File: config.mk
export PLATFORM = sky130hd
export DESIGN_NAME = fvt_cell
export DESIGN_NICKNAME = d
export VERILOG_FILES = /design/src/rtl/fvt_pkg.sv /design/src/rtl/fvt_cell.sv
export SDC_FILE = /design/constraint.sdc
export NUM_CORES = 2
export LEC_CHECK = 0
export ABC_AREA = 1
export BUFFER_PORTS_ARGS = -buffer_cell sky130_fd_sc_hd__buf_2
export CORE_MARGIN = 2
export CORE_UTILIZATION = 36
export DETAILED_ROUTE_END_ITERATION = 10
export GPL_ROUTABILITY_DRIVEN = 0
export PLACE_DENSITY_LB_ADDON = 0.15
export SETUP_SLACK_MARGIN = 0.02
export SLEW_MARGIN = 20
export SYNTH_ARGS = -nofsm -noshare
export SYNTH_HDL_FRONTEND = slang
export SYNTH_SLANG_ARGS = --single-unit
File: constraint.sdc
create_clock -name clk_i -period 19.84 [get_ports clk_i]
set_clock_uncertainty 0.1 [all_clocks]
set_input_delay 1.984 -clock clk_i [delete_from_list [all_inputs] [get_ports clk_i]]
set_output_delay 1.984 -clock clk_i [all_outputs]
set_load 0.02 [all_outputs]
File: src/rtl/fvt_pkg.sv
// ============================================================================
// fvt_pkg: shared types and constants of the frustum visibility test
// Query word layout, query kind codes and plane register packing.
// ============================================================================
package fvt_pkg;

  // Number of planes that take part in the test, one cell per plane.
  localparam int unsigned NUM_PLANES = 6;

  // Plane register: nx, ny, nz (12 bit Q1.10) then d (24 bit Q15.8).
  localparam int unsigned PLANE_W   = 60;
  localparam int unsigned NORM_W    = 12;
  localparam int unsigned NORM_FRAC = 10;
  localparam int unsigned COORD_W   = 24;
  localparam int unsigned SIZE_W    = 23;

  localparam int unsigned NX_LSB = 0;
  localparam int unsigned NY_LSB = 12;
  localparam int unsigned NZ_LSB = 24;
  localparam int unsigned D_LSB  = 36;

  // Corner coordinate, product and distance sum widths.
  localparam int unsigned CRN_W  = COORD_W + 1;
  localparam int unsigned PROD_W = NORM_W + CRN_W;
  localparam int unsigned SUM_W  = PROD_W + 3;

  localparam int unsigned CFG_IDX_W = 3;

  // Query kind codes.
  localparam logic [1:0] KIND_POINT  = 2'd0;
  localparam logic [1:0] KIND_BOX    = 2'd1;
  localparam logic [1:0] KIND_SPHERE = 2'd2;
  localparam logic [1:0] KIND_RSVD   = 2'd3;

  // One query as it travels along the chain, with its running verdict.
  typedef struct packed {
    logic [1:0]                kind;
    logic signed [COORD_W-1:0] pos_x;
    logic signed [COORD_W-1:0] pos_y;
    logic signed [COORD_W-1:0] pos_z;
    logic [SIZE_W-1:0]         size_x;
    logic [SIZE_W-1:0]         size_y;
    logic [SIZE_W-1:0]         size_z;
    logic [SIZE_W-1:0]         radius;
    logic                      visible;
  } qry_t;

endpackage

File: src/rtl/fvt_cell.sv
// ============================================================================
// fvt_cell: one plane of the frustum test chain
// Holds one plane register, multiplies in a first stage and sums and
// compares in a second, then hands the query to the next cell.
// ============================================================================
module fvt_cell (
  input  logic                         clk_i,
  input  logic                         rst_ni,
  input  logic                         plane_we_i,
  input  logic [fvt_pkg::PLANE_W-1:0]  plane_wdata_i,
  input  logic                         in_valid_i,
  input  fvt_pkg::qry_t                in_qry_i,
  output logic                         in_ready_o,
  output logic                         out_valid_o,
  output fvt_pkg::qry_t                out_qry_o,
  input  logic                         out_ready_i
);
  import fvt_pkg::*;

  logic [PLANE_W-1:0] plane_q;

  logic signed [NORM_W-1:0]  nx, ny, nz;
  logic signed [CRN_W-1:0]   cx, cy, cz;
  logic signed [PROD_W-1:0]  px_d, py_d, pz_d;
  logic signed [PROD_W-1:0]  px_q, py_q, pz_q;
  logic                      valid_a_q, valid_b_q;
  qry_t                      qry_a_q, qry_b_q, qry_b_d;
  logic                      ready_a, ready_b;
  logic                      is_box;
  logic signed [SUM_W-1:0]   d_term, bias_term, sum;
  logic                      pass;

  always_ff @(posedge clk_i or negedge rst_ni) begin
    if (!rst_ni) begin
      plane_q <= '0;
    end else if (plane_we_i) begin
      plane_q <= plane_wdata_i;
    end
  end

  assign nx = plane_q[NX_LSB +: NORM_W];
  assign ny = plane_q[NY_LSB +: NORM_W];
  assign nz = plane_q[NZ_LSB +: NORM_W];

  // For a box, the corner farthest along the normal decides the plane test.
  assign is_box = (in_qry_i.kind == KIND_BOX);
  assign cx = (is_box && !nx[NORM_W-1])
            ? CRN_W'(in_qry_i.pos_x) + $signed({2'b00, in_qry_i.size_x})
            : CRN_W'(in_qry_i.pos_x);
  assign cy = (is_box && !ny[NORM_W-1])
            ? CRN_W'(in_qry_i.pos_y) + $signed({2'b00, in_qry_i.size_y})
            : CRN_W'(in_qry_i.pos_y);
  assign cz = (is_box && !nz[NORM_W-1])
            ? CRN_W'(in_qry_i.pos_z) + $signed({2'b00, in_qry_i.size_z})
            : CRN_W'(in_qry_i.pos_z);

  assign px_d = PROD_W'(nx) * PROD_W'(cx);
  assign py_d = PROD_W'(ny) * PROD_W'(cy);
  assign pz_d = PROD_W'(nz) * PROD_W'(cz);

  assign ready_b    = !valid_b_q || out_ready_i;
  assign ready_a    = !valid_a_q || ready_b;
  assign in_ready_o = ready_a;

  always_ff @(posedge clk_i or negedge rst_ni) begin
    if (!rst_ni) begin
      valid_a_q <= 1'b0;
      valid_b_q <= 1'b0;
    end else begin
      if (ready_a) begin
        valid_a_q <= in_valid_i;
      end
      if (ready_b) begin
        valid_b_q <= valid_a_q;
      end
    end
  end

  always_ff @(posedge clk_i) begin
    if (ready_a && in_valid_i) begin
      qry_a_q <= in_qry_i;
      px_q    <= px_d;
      py_q    <= py_d;
      pz_q    <= pz_d;
    end
    if (ready_b && valid_a_q) begin
      qry_b_q <= qry_b_d;
    end
  end

  // Second stage: distance plus scaled offset, with the scaled radius added
  // for spheres so that the sphere test becomes a compare against zero.
  assign d_term    = SUM_W'($signed({plane_q[D_LSB +: COORD_W], {NORM_FRAC{1'b0}}}));
  assign bias_term = (qry_a_q.kind == KIND_SPHERE)
                   ? SUM_W'({qry_a_q.radius, {NORM_FRAC{1'b0}}})
                   : '0;
  assign sum = SUM_W'(px_q) + SUM_W'(py_q) + SUM_W'(pz_q) + d_term + bias_term;

  always_comb begin
    case (qry_a_q.kind)
      KIND_SPHERE: pass = !sum[SUM_W-1] && (sum != '0);
      KIND_RSVD:   pass = 1'b1;
      default:     pass = !sum[SUM_W-1];
    endcase
    qry_b_d         = qry_a_q;
    qry_b_d.visible = qry_a_q.visible && pass;
  end

  assign out_valid_o = valid_b_q;
  assign out_qry_o   = qry_b_q;

endmodule

==> impl_metrics.env <==
export IMPL_grt_pass1_vias=42500
export IMPL_cts_buffer_depth=3
export IMPL_critPathMaxStageDelay_ns=0.58
export IMPL_synth_edf_count=445
export IMPL_syn_avg_cell_area_um2=9.38
export IMPL_synth_area_um2=55700
export IMPL_r2r_cells=24
export IMPL_ys_ff_latch=507
export IMPL_postCtsHoldBufs=0
export IMPL_syn_instance_count=5935
export IMPL_drtIter0Drc=2609
export IMPL_antenna_found_initial=12
export IMPL_rows=144
export IMPL_io_pins=401
export IMPL_fin_crit_sh=0.456
export IMPL_period_needed_ns=9.05
export IMPL_synthTopCellsByArea="fa_1, edfxtp_1, inv_1, ha_1, nand2_1"
export IMPL_grt_max_degree=113
export IMPL_die_y_um=397
export IMPL_syn2layout_area_growth_pct=11.8
export IMPL_fillCellCount=15700
export IMPL_fin_nets=7801
export IMPL_cts_tree="built"
export IMPL_crit_type="in2reg"
export IMPL_drc_errors=0
export IMPL_path_clk_slew_ns=0.06
export IMPL_die_x_um=397
export IMPL_yosys_area_top_type_share=0.322
export IMPL_antenna_left=0
export IMPL_fmax_mhz=111
export IMPL_cp_slowest_cell="a31oi_1"
export IMPL_crit_path_frequent_cell="nand2_1"
export IMPL_num_vias=40600
export IMPL_grt_pass1_wl_mm=248
export IMPL_grt_ovfl_total=0
export IMPL_multi_input_area_um2=35400
export IMPL_synth_net_count=7422
export IMPL_htreeDepth=3
export IMPL_yosys_warnings=0
export IMPL_wl_mm=159
export IMPL_rsz0062_at_grt="false"
export IMPL_routedWlPerCell_um=18.9
export IMPL_dieArea_um2=158000
export IMPL_critPathRequiredTime_ns=20.14
export IMPL_maxSlewViolCount=0
export IMPL_hold_class="reg2reg"
export IMPL_yosysSeqAreaShare=0.268
export IMPL_fin_tns_setup_ns=0
export IMPL_synthArstFlopShare=0.122
export IMPL_track_usage=0.205
export IMPL_whs_path_depth=0
export IMPL_slew_headroom=0.258
export IMPL_drt_pass1_iter_count=5
export IMPL_ys_flop_type="edfxtp_1"
export IMPL_io_buffer_count=400
export IMPL_ys_types=56
export IMPL_regArea_um2=14900
export IMPL_worstMarginPinSlew_ns=1.11
export IMPL_yosys_area_top_type="fa_1"
export IMPL_fp_coreArea_um2=154000
export IMPL_setup_viol=0
export IMPL_cts_made_buffers=67
export IMPL_cts_sinks=507
export IMPL_layout_drive_gt1_share=0.107
export IMPL_most_common_layout_cells="inv_1, nand2_1, fa_1"
export IMPL_cp_max_fo=9
export IMPL_initial_utilization=0.362
export IMPL_end_kind="flip-flop"
export IMPL_cp_arrival_ns=9.34
export IMPL_cts_resized=0
export IMPL_place_hpwl_mm=133
export IMPL_critPathLaunchType="input pin"
export IMPL_insertion_delay_ns=0.68
export IMPL_root_buffer="clkbuf_16"
export IMPL_final_common_cell="inv_1"
export IMPL_viasPerCell=4.82
export IMPL_status="complete, no violations"
export IMPL_final_hold_violation_count=0
export IMPL_cts_setup_buffers=0
export IMPL_maxCapViolCount=0
-- cell usage after synthesis (3+ instances only) --
cell         n
a211oi_1     3
a21boi_0     4
a21o_1      10
a21oi_1    201
a21oi_2     11
a221oi_1     5
a31oi_1     13
and2_1       4
buf_1        9
buf_2        6
clkbuf_1   100
clkinv_1    13
dfrtp_1     62
edfxtp_1   445
fa_1       896
ha_1       359
inv_1     1307
inv_2        5
mux2_2      25
nand2_1   1065
nand2_2     17
nand2_4      4
nand3_1    206
nand3_2      3
nand4_1     28
nor2_1     618
nor2_2      23
nor3_1      23
nor4_1      13
o211ai_1     7
o21a_1      13
o21ai_0    156
o21ai_1     26
o21ai_2     14
o21bai_1     9
o221ai_1     3
or2_1       10
or2_2       34
xnor2_1     69
xor2_1      98
-- critical path, delay by kind of cell --
family	cells	cell delay, ns
adder cells (fa/ha/maj)	8	3.48
AO/OA/AOI/OAI	7	1.62
AND/OR/NAND/NOR	11	1.37
buffers and inverters	7	0.56
XOR/XNOR	2	0.30
-- stage by stage --
step | cell area, um^2 | hold slack [ns] | utilization | instances | setup WS [ns]
5_1_grt | 62200 | 0.317 | 0.405 | 8414 | 10.24
6_report | 62200 | 0.306 | 0.405 | 8415 | 10.79
3_5_place_dp | 60000 | 0.305 | 0.390 | 8289 | 10.30
4_1_cts | 62200 | 0.305 | 0.405 | 8412 | 11.01
3_3_place_gp | 60000 | 0.301 | 0.390 | 8289 | 10.31
2_1_floorplan | 55700 | 0.300 | - | 5935 | 8.95
-- cell type report --
type / count / area share
tap: 2044 / 0.0411
inverter: 1326 / 0.0801
sequential: 507 / 0.240
clock inverter: 37 / 0.00663
timing repair buffer: 427 / 0.0357
multi-input combinational: 3985 / 0.568
antenna: 3 / 0.000121
clock buffer: 86 / 0.0289
-- state kept, by name, summed over array words and instances, names as in the netlist --
signal       count
out_qry_o      167
out_valid_o      1
plane_q         60
px_q            37
py_q            37
pz_q            37
qry_a_q        167
valid_a_q        1
-- worst paths after layout --
| check | start | to | slack [ns] |
|---|---|---|---|
| min in group asynchronous | rst_ni | plane_q[28] | 1.19 |
| hold reg to reg | qry_a_q[132] | out_qry_o[132] | 0.31 |
| setup reg to reg | plane_q[11] | px_q[36] | 12.16 |
| max in group asynchronous | rst_ni | plane_q[50] | 17.41 |
| setup / recovery | in_qry_i[93] | pz_q[29] | 10.79 |
| hold / removal | qry_a_q[132] | out_qry_o[132] | 0.31 |
-- metal layers --
metal	share of wire	vias to the layer above	GRT usage	wire length [um]
li1	-	19000	-	-
met5	0.00030	-	0	47
met3	0.058	176	0.0332	9200
met4	0.025	10	0.0504	3900
met1	0.46	20300	0.291	72400
met2	0.46	1079	0.328	73100
-- cells by family after synthesis --
kind of cell	share of synthesized area
muxes	0.00506
buffers and inverters	0.0977
adders and majority gates	0.403
xor gates and xnor gates	0.0266
and+or+nand+nor	0.151
AOI/OAI and AO/OA	0.0492
DFF	0.268
Power is left out: the tool's default activity adds up to more than one toggle a clock period on the data nets, which glitch-free logic cannot reach.
